===== config.mk =====
export PLATFORM = sky130hd
export DESIGN_NAME = led_panel_frame_store_scan_top
export DESIGN_NICKNAME = d
export VERILOG_FILES = /design/src/lpfs_pkg.sv /design/src/lpfs_ram.sv /design/src/led_panel_frame_store_scan_top.sv
export SDC_FILE = /design/constraint.sdc
export NUM_CORES = 2
export LEC_CHECK = 0
export BUFFER_PORTS_ARGS = -buffer_cell sky130_fd_sc_hd__clkbuf_2
export CORE_MARGIN = 1
export CORE_UTILIZATION = 52
export DETAILED_ROUTE_END_ITERATION = 10
export GPL_TIMING_DRIVEN = 1
export PLACE_DENSITY = 0.7
export SETUP_SLACK_MARGIN = 0.4
export SLEW_MARGIN = 25
export SYNTH_ARGS = -nofsm -noshare
export SYNTH_HDL_FRONTEND = slang
export SYNTH_HIERARCHICAL = 1
export SYNTH_SLANG_ARGS = --single-unit

===== constraint.sdc =====
create_clock -name clock -period 9.21 [get_ports clock]
set_input_delay 0 -clock clock [delete_from_list [all_inputs] [get_ports clock]]
set_output_delay 0 -clock clock [all_outputs]
set_load 0.005 [all_outputs]

===== src/lpfs_pkg.sv =====
package lpfs_pkg;

   // panel geometry
   localparam int unsigned PANEL_WIDTH_DEF = 96;
   localparam int unsigned PANEL_HEIGHT    = 16;
   localparam int unsigned SCAN_PHASES     = 4;
   localparam int unsigned PHASE_W         = 2;
   localparam int unsigned Y_W             = 4;

   // store byte value for a dark group of eight pixels (active low)
   localparam logic [7:0] DARK_BYTE = 8'hff;
   // bit of the leftmost pixel in a byte
   localparam logic [7:0] MSB_MASK  = 8'b1000_0000;

   // item kinds
   localparam logic [1:0] MODE_SET   = 2'd0;
   localparam logic [1:0] MODE_CLEAR = 2'd1;
   localparam logic [1:0] MODE_TICK  = 2'd2;

   typedef struct packed {
      logic [1:0]        mode;
      logic signed [7:0] x_pos;
      logic signed [7:0] y_pos;
   } req_type;

   typedef struct packed {
      logic [7:0] shift_byte;
      logic [1:0] row_select;
      logic       last;
   } rsp_type;

endpackage


===== src/lpfs_ram.sv =====
module lpfs_ram #(
   parameter int unsigned WIDTH = 8,
   parameter int unsigned DEPTH = 192
) (
   input  logic                     clock,
   input  logic                     wr_en,
   input  logic [$clog2(DEPTH)-1:0] wr_addr,
   input  logic [WIDTH-1:0]         wr_data,
   input  logic                     rd_en,
   input  logic [$clog2(DEPTH)-1:0] rd_addr,
   output logic [WIDTH-1:0]         rd_data
);

   logic [WIDTH-1:0] mem [DEPTH];
   logic [WIDTH-1:0] rd_data_ff;

   // write port
   always_ff @(posedge clock) begin
      if (wr_en) begin
         mem[wr_addr] <= wr_data;
      end
   end

   // registered read, holds while not enabled
   always_ff @(posedge clock) begin
      if (rd_en) begin
         rd_data_ff <= mem[rd_addr];
      end
   end

   assign rd_data = rd_data_ff;

endmodule


===== src/led_panel_frame_store_scan_top.sv =====
// Channel   Direction  Ports                           Payload
// -------   ---------  ------------------------------  -----------------------------
// request   in         req_valid, req_stall, req_data  mode, x_pos, y_pos
// response  out        rsp_valid, rsp_stall, rsp_data  shift_byte, row_select, last
//
// Refresh tick: the item is taken, then one byte per cycle goes out while the response
// side does not stall, 48 bytes at the default width (COL_BYTES * 4); the single read port
// of the frame store sets that rate. Set pixel: a read, then a write back. Clear: one store
// write per cycle over all STORE_BYTES bytes. Out of range points and unused modes are dropped.
// After reset the same clearing pass runs before the first item.
// A stall on the response side holds the tick sequencer; the output register parts the sides.
module led_panel_frame_store_scan_top #(
   parameter int unsigned PANEL_WIDTH = lpfs_pkg::PANEL_WIDTH_DEF
) (
   input  logic             clock,
   input  logic             reset,
   input  logic             req_valid,
   output logic             req_stall,
   input  lpfs_pkg::req_type req_data,
   output logic             rsp_valid,
   input  logic             rsp_stall,
   output lpfs_pkg::rsp_type rsp_data
);

   import lpfs_pkg::*;

   localparam int unsigned COL_BYTES   = (PANEL_WIDTH + 7) / 8;
   localparam int unsigned STORE_BYTES = COL_BYTES * PANEL_HEIGHT;
   localparam int unsigned TICK_BYTES  = STORE_BYTES / SCAN_PHASES;
   localparam int unsigned ADDR_W      = $clog2(STORE_BYTES);
   localparam int unsigned TICK_W      = ADDR_W - PHASE_W;

   // sequencer states
   localparam logic [1:0] ST_IDLE = 2'd0;
   localparam logic [1:0] ST_CLR  = 2'd1;
   localparam logic [1:0] ST_PIX  = 2'd2;
   localparam logic [1:0] ST_TICK = 2'd3;

   logic [1:0]         state_ff, state_in;
   logic [ADDR_W-1:0]  cnt_ff, cnt_in;
   logic [PHASE_W-1:0] phase_ff, phase_in;
   logic [ADDR_W-1:0]  pix_addr_ff, pix_addr_in;
   logic [7:0]         pix_mask_ff, pix_mask_in;
   logic               rsp_valid_ff, rsp_valid_in;
   rsp_type            rsp_data_ff, rsp_data_in;

   logic               ram_wr_en;
   logic [ADDR_W-1:0]  ram_wr_addr;
   logic [7:0]         ram_wr_data;
   logic               ram_rd_en;
   logic [ADDR_W-1:0]  ram_rd_addr;
   logic [7:0]         ram_rd_data;

   logic               req_fire;
   logic               out_free;
   logic               x_ok;
   logic               y_ok;
   logic [7:0]         mx;
   logic [8:0]         pix_idx;
   logic [ADDR_W-1:0]  cnt_plus;
   logic               tick_last;
   logic               clr_last;

   assign req_stall = (state_ff != ST_IDLE);
   assign req_fire  = req_valid && !req_stall;
   assign out_free  = !rsp_valid_ff || !rsp_stall;

   // point decode: mirror x, byte = column byte * 16 + y
   assign x_ok    = !req_data.x_pos[7] && ({1'b0, req_data.x_pos} < 9'(PANEL_WIDTH));
   assign y_ok    = !req_data.y_pos[7] && (req_data.y_pos[6:Y_W] == '0);
   assign mx      = 8'(PANEL_WIDTH - 1) - $unsigned(req_data.x_pos);
   assign pix_idx = {mx[7:3], req_data.y_pos[Y_W-1:0]};

   assign cnt_plus  = cnt_ff + 1'b1;
   assign tick_last = (cnt_ff == ADDR_W'(TICK_BYTES - 1));
   assign clr_last  = (cnt_ff == ADDR_W'(STORE_BYTES - 1));

   // sequencer around the frame store port
   always_comb begin
      state_in     = state_ff;
      cnt_in       = cnt_ff;
      phase_in     = phase_ff;
      pix_addr_in  = pix_addr_ff;
      pix_mask_in  = pix_mask_ff;
      rsp_valid_in = rsp_valid_ff && rsp_stall;
      rsp_data_in  = rsp_data_ff;
      ram_wr_en    = 1'b0;
      ram_wr_addr  = cnt_ff;
      ram_wr_data  = DARK_BYTE;
      ram_rd_en    = 1'b0;
      ram_rd_addr  = {TICK_W'(0), phase_ff};

      case (state_ff)
         ST_CLR: begin
            ram_wr_en   = 1'b1;
            ram_wr_addr = cnt_ff;
            ram_wr_data = DARK_BYTE;
            if (clr_last) begin
               state_in = ST_IDLE;
               cnt_in   = '0;
            end else begin
               cnt_in = cnt_plus;
            end
         end
         ST_IDLE: begin
            if (req_fire) begin
               case (req_data.mode)
                  MODE_SET: begin
                     if (x_ok && y_ok) begin
                        ram_rd_en   = 1'b1;
                        ram_rd_addr = pix_idx[ADDR_W-1:0];
                        pix_addr_in = pix_idx[ADDR_W-1:0];
                        pix_mask_in = MSB_MASK >> mx[2:0];
                        state_in    = ST_PIX;
                     end
                  end
                  MODE_CLEAR: begin
                     cnt_in   = '0;
                     state_in = ST_CLR;
                  end
                  MODE_TICK: begin
                     ram_rd_en   = 1'b1;
                     ram_rd_addr = {TICK_W'(0), phase_ff};
                     cnt_in      = '0;
                     state_in    = ST_TICK;
                  end
                  default: begin
                  end
               endcase
            end
         end
         ST_PIX: begin
            // write back with the pixel bit cleared (lit)
            ram_wr_en   = 1'b1;
            ram_wr_addr = pix_addr_ff;
            ram_wr_data = ram_rd_data & ~pix_mask_ff;
            state_in    = ST_IDLE;
         end
         ST_TICK: begin
            if (out_free) begin
               rsp_valid_in           = 1'b1;
               rsp_data_in.shift_byte = ram_rd_data;
               rsp_data_in.row_select = ~phase_ff;
               rsp_data_in.last       = tick_last;
               if (tick_last) begin
                  phase_in = phase_ff + 1'b1;
                  cnt_in   = '0;
                  state_in = ST_IDLE;
               end else begin
                  // fetch the next byte while this one goes out
                  ram_rd_en   = 1'b1;
                  ram_rd_addr = {cnt_plus[TICK_W-1:0], phase_ff};
                  cnt_in      = cnt_plus;
               end
            end
         end
         default: begin
            state_in = ST_IDLE;
         end
      endcase
   end

   // control registers
   always_ff @(posedge clock) begin
      if (reset) begin
         state_ff     <= ST_CLR;
         cnt_ff       <= '0;
         phase_ff     <= '0;
         rsp_valid_ff <= 1'b0;
      end else begin
         state_ff     <= state_in;
         cnt_ff       <= cnt_in;
         phase_ff     <= phase_in;
         rsp_valid_ff <= rsp_valid_in;
      end
   end

   // payload registers
   always_ff @(posedge clock) begin
      pix_addr_ff <= pix_addr_in;
      pix_mask_ff <= pix_mask_in;
      rsp_data_ff <= rsp_data_in;
   end

   assign rsp_valid = rsp_valid_ff;
   assign rsp_data  = rsp_data_ff;

   // frame store
   lpfs_ram #(
      .WIDTH (8),
      .DEPTH (STORE_BYTES)
   ) u_store (
      .clock   (clock),
      .wr_en   (ram_wr_en),
      .wr_addr (ram_wr_addr),
      .wr_data (ram_wr_data),
      .rd_en   (ram_rd_en),
      .rd_addr (ram_rd_addr),
      .rd_data (ram_rd_data)
   );

`ifndef ASSERT_OFF
   // reset starts the clearing pass
   a_reset_clear: assert property (@(posedge clock)
      reset |=> (state_ff == ST_CLR) && (cnt_ff == '0))
      else $error("clearing pass not started after reset");

   // a pixel update is one read and one write
   a_pix_short: assert property (@(posedge clock) disable iff (reset)
      (state_ff == ST_PIX) |=> (state_ff == ST_IDLE))
      else $error("pixel write back did not finish");

   // the final byte of a tick ends the tick and advances the phase
   a_tick_end: assert property (@(posedge clock) disable iff (reset)
      (state_ff == ST_TICK) && out_free && tick_last
      |=> (state_ff == ST_IDLE) && (phase_ff == $past(phase_ff) + 2'd1)
          && rsp_valid && rsp_data.last)
      else $error("tick did not end on its last byte");

   // the phase only moves at the end of a tick
   a_phase_hold: assert property (@(posedge clock) disable iff (reset)
      !((state_ff == ST_TICK) && out_free && tick_last) |=> $stable(phase_ff))
      else $error("scan phase changed outside a tick end");
`endif

endmodule


==> impl_summary.txt <==
----------------------------------------------------
[Routing]
  Vias per cell ... roughly 6.4
  Routed Wire Length ... 146000 um
  DRC violation count after routing ... 0
  Average wire length per cell after detail routing ... ~30 um
  Detailed router's first-iteration violation count ... 4181
  Max Used Layer ... met4
  Vias ... about 31000
  Remaining antenna violation count ... 0
  Length of routed met3 wiring ... about 13000 um
  Routed metal-1 wirelength ... 56600 um
  Detail Route met2 WL ... 71300 um
  1st-pass router iterations ... 6

[Setup path]
  Crit path DAT ... 6.04 ns
  Critical Path Sink Type ... flip-flop
  Worst setup SP type ... flip-flop
  Slowest-stage cell, CP ... sky130_fd_sc_hd__inv_1
  Worst Path Max Fanout ... 32
  Delay contributed by the slowest stage of the critical path ... 0.67 ns
  Required arrival time at the worst endpoint ... ~9.7 ns
  Reg2Reg Setup Slack ... 3.63 ns
  Class of the most critical setup path ... reg -> reg
  Crit path cell chain ... inv_1, ha_1, and3_1, and3_1, buf_4, a22oi_1, nor2_4, buf_16, buf_4, inv_1, or2_1, nor2_1, nor2_1, a221oi_1, o31ai_1

[Pwr]
  Sequential share of power ... 54.6%
  Leakage power of the design ... 22.9 nW
  Worst vdd rail ir drop ... 0.200 mV
  Combinational share of power ... 2.2%
  Reported net switching power ... between 2 and 3 mW
  Power per standard cell area ... between 200 and 250 nW/um^2
  Sw Ratio ... approximately a fifth
  Internal power ... approximately 12 mW
  Clock network power share ... 43.2%

[STA]
  Slew @ Worst Pin ... ~1.1 ns
  Final hold violation count ... 0
  Total negative slack ... 0 ns
  Clock skew after layout ... about 0.023 ns
  Period utilisation layout ... approximately three fifths
  Worst-case setup margin in the final layout ... about 3.6 ns
  Peak Freq ... 179 MHz
  Worst slew margin ... 26.4%
  Clock period minus worst slack ... approximately 5.6 ns
  Final number of setup-violating endpoints ... 0
  Unrepaired setup endpoints after global routing ... false
  Final number of max-transition violations ... 0

[Synth]
  Number of distinct library cell variants in the gate-level netlist after synthesis ... 72
  Sequential area share after synthesis ... 76.3%
  Cell count after synthesis ... 3032
  Post-Syn Nets ... 3062
  Cell area after synthesis ... 62200 um^2
  Cell taking the most area after synthesis ... sky130_fd_sc_hd__edfxtp_1
  EDFF count, synth ... 1571
  Primary flip-flop cell chosen by synthesis mapping ... sky130_fd_sc_hd__edfxtp_1
  Async SR Flop Fraction ... 0%
  Synthesized area per cell ... a little over 20 um^2
  Total of warnings raised by yosys ... 6
  Area share of the largest cell type after synthesis ... about three quarters
  Largest cells by area after synthesis ... sky130_fd_sc_hd__edfxtp_1 (76%), sky130_fd_sc_hd__mux4_2 (13%), sky130_fd_sc_hd__mux2i_1 (2.2%)
  Flop and latch count out of synthesis ... between 1500 and 2000

[Clocking]
  Later-pin clock latency in the skew report ... between 0.7 and 0.8 ns
  Maximum root-to-sink buffer count ... 3
  Cts bufs inserted ... around 160
  Post-CTS sizing ... 0
  Sink count of the clock tree ... around 1600
  Clock tree from TritonCTS ... yes
  Clock-pin slew of the registers on the worst-case setup and hold paths ... approximately 0.07 ns
  CTS Root Cell ... sky130_fd_sc_hd__clkbuf_16
  H-tree depth ... 4

[GRT]
  Vias in the first global route ... around 31000
  GR Util All Layers ... 24.4%
  Maximum number of pins on one net before global-route repair ... 117
  Wire length of the first global-routing pass ... approximately 210000 um
  Initial antenna violation count ... 4
  Aggregate global routing overflow ... 0

[Die]
  Core area ... between 100000 and 150000 um^2
  I/O pins ... 35
  Die Footprint ... 121000 um^2
  Initial core utilization ... a little over half
  Chip Width ... approximately 350 um
  Die height ... between 300 and 400 um
  Num rows ... around 130

[Place]
  Quantity of I/O buffers inserted on ports ... 34
  Setup slack at placement ... between 3 and 4 ns
  Routability cong. ... 0.891
  Total half-perimeter wirelength after legalization and detailed placement ... ~90000 um

[Run]
  Max-cap violations ... 0

[Layout]
  Fill cell instance count of the final layout ... roughly 8200
  Nets ... approximately 3200
  Combined area of the multi-input logic cells ... approximately 14000 um^2
  Most frequent cells in the layout ... sky130_fd_sc_hd__edfxtp_1 (1571), sky130_fd_sc_hd__mux4_2 (357), sky130_fd_sc_hd__nor2_1 (221), sky130_fd_sc_hd__clkbuf_16 (166), sky130_fd_sc_hd__mux2i_1 (134)
  Number of diodes ... 0
  FF/Latch Area ... between 40000 and 50000 um^2
  Share of post-route cells with drive strength above 1 ... 22.0%
  Area growth from synthesis to final layout ... 11.7%
  Most frequent standard cell in the layout excluding fill and tap cells ... sky130_fd_sc_hd__edfxtp_1

[Status]
  Outcome ... finished, final reports clean

[Worst hold path]
  Hold Path Class ... in -> reg

----------------------------------------------------
==> power by group through the flow <==
stage / clock (mW) / combinational (mW) / sequential (mW)
2_1_floorplan: 0 / 0.141 / 7.99
3_3_place_gp: 0 / 0.289 / 7.99
3_5_place_dp: 0 / 0.295 / 8.00
4_1_cts: 6.29 / 0.303 / 7.84
5_1_grt: 6.56 / 0.321 / 7.84
6_report: 6.21 / 0.314 / 7.84
==> critical path: cells and delay by family (launching register included) <==
family	cells	cell delay, ns
simple gates	6	1.57
fa+ha+maj	1	0.36
buf+inv	5	1.94
flops	1	0.35
compound gates	3	1.02
==> final cells by class <==
cell class,count,share of cell area [%]
inverter,24,0.130
tap,1600,2.88
sequential,1584,68.3
timing repair buffer,122,1.54
clock inverter,82,1.03
multi-input combinational,1254,20.0
clock buffer,201,6.17
==> timing repair <==
| action | 4_1_cts | 5_1_grt |
|---|---|---|
| buffers inserted | 0 | 0 |
| hold endpoints to repair | 56 | 0 |
| hold buffers | 24 | 0 |
| endpoints found under the setup margin | 0 | 0 |
==> synthesized netlist by cell type (6+ instances only) <==
cell / n
sky130_fd_sc_hd__a22o_1: 6
sky130_fd_sc_hd__o31ai_1: 10
sky130_fd_sc_hd__nand4_1: 15
sky130_fd_sc_hd__mux4_2: 357
sky130_fd_sc_hd__nor3_1: 21
sky130_fd_sc_hd__a221oi_1: 14
sky130_fd_sc_hd__clkbuf_1: 82
sky130_fd_sc_hd__o211ai_1: 8
sky130_fd_sc_hd__nor2b_1: 18
sky130_fd_sc_hd__a21oi_1: 52
sky130_fd_sc_hd__and4b_1: 6
sky130_fd_sc_hd__edfxtp_1: 1571
sky130_fd_sc_hd__ha_1: 8
sky130_fd_sc_hd__a31oi_1: 10
sky130_fd_sc_hd__buf_1: 13
sky130_fd_sc_hd__mux2_2: 15
sky130_fd_sc_hd__dfxtp_1: 13
sky130_fd_sc_hd__nand3_1: 34
sky130_fd_sc_hd__buf_2: 33
sky130_fd_sc_hd__o22ai_1: 24
sky130_fd_sc_hd__nand2b_1: 12
sky130_fd_sc_hd__nand2_1: 74
sky130_fd_sc_hd__inv_1: 23
sky130_fd_sc_hd__nor2_1: 232
sky130_fd_sc_hd__o221ai_1: 31
sky130_fd_sc_hd__buf_4: 16
sky130_fd_sc_hd__a22oi_1: 55
sky130_fd_sc_hd__buf_6: 19
sky130_fd_sc_hd__buf_8: 6
sky130_fd_sc_hd__o21ai_0: 36
sky130_fd_sc_hd__mux2i_1: 134
sky130_fd_sc_hd__o21bai_1: 6
==> logic make-up after synthesis <==
kind of cell	synth area share, %
flip-flops	76.3
multiplexers	15.4
AND/OR/NAND/NOR	3.29
AO/OA/AOI/OAI	3.19
buffers and inverters	1.68
adder cells (fa/ha/maj)	0.161
XOR/XNOR	0.0704
==> final timing paths <==
kind | cells past startpoint | endpoint | start
max | 15 | u_store/rd_data[3]$_DFFE_PP_ | state_ff[0]$_SDFFE_PP1P_
min | 2 | pix_addr_ff[1]$_DFFE_PP_ | req_data[1]
max reg2reg | 15 | u_store/rd_data[3]$_DFFE_PP_ | state_ff[0]$_SDFFE_PP1P_
min reg2reg | 2 | cnt_ff[0]$_SDFFE_PP0P_ | cnt_ff[0]$_SDFFE_PP0P_
==> metal layers <==
| metal | track usage [%] | up-vias |
|---|---|---|
| met5 | 0 | - |
| met4 | 7.64 | 0 |
| met3 | 4.50 | 271 |
| met2 | 39.3 | 1649 |
| met1 | 34.2 | 16300 |
| li1 | - | 12800 |
==> through the flow <==
stage / hold WS (ns) / std cells / total power [mW] / util, % / area (um^2)
floorplan: 0.0989 / 3032 / 8.13 / - / 62200
global placement: 0.265 / 4555 / 8.28 / 54.1 / 64100
detailed placement: 0.261 / 4557 / 8.29 / 54.2 / 64200
CTS: 0.0271 / 4864 / 14.4 / 58.6 / 69400
global route: 0.0484 / 4867 / 14.7 / 58.7 / 69500
finish: 0.0622 / 4867 / 14.4 / 58.7 / 69500
==> state kept, by name, indices dropped and copies added (netlist names) <==
signal and flops:
pix_addr_ff 8, u_store/mem 1536, pix_mask_ff 8, rsp_valid 1, u_store/rd_data 8, phase_ff 2, cnt_ff 8, rsp_data 11
state_ff 2
Note: power is estimated with default switching activity, not from simulation.
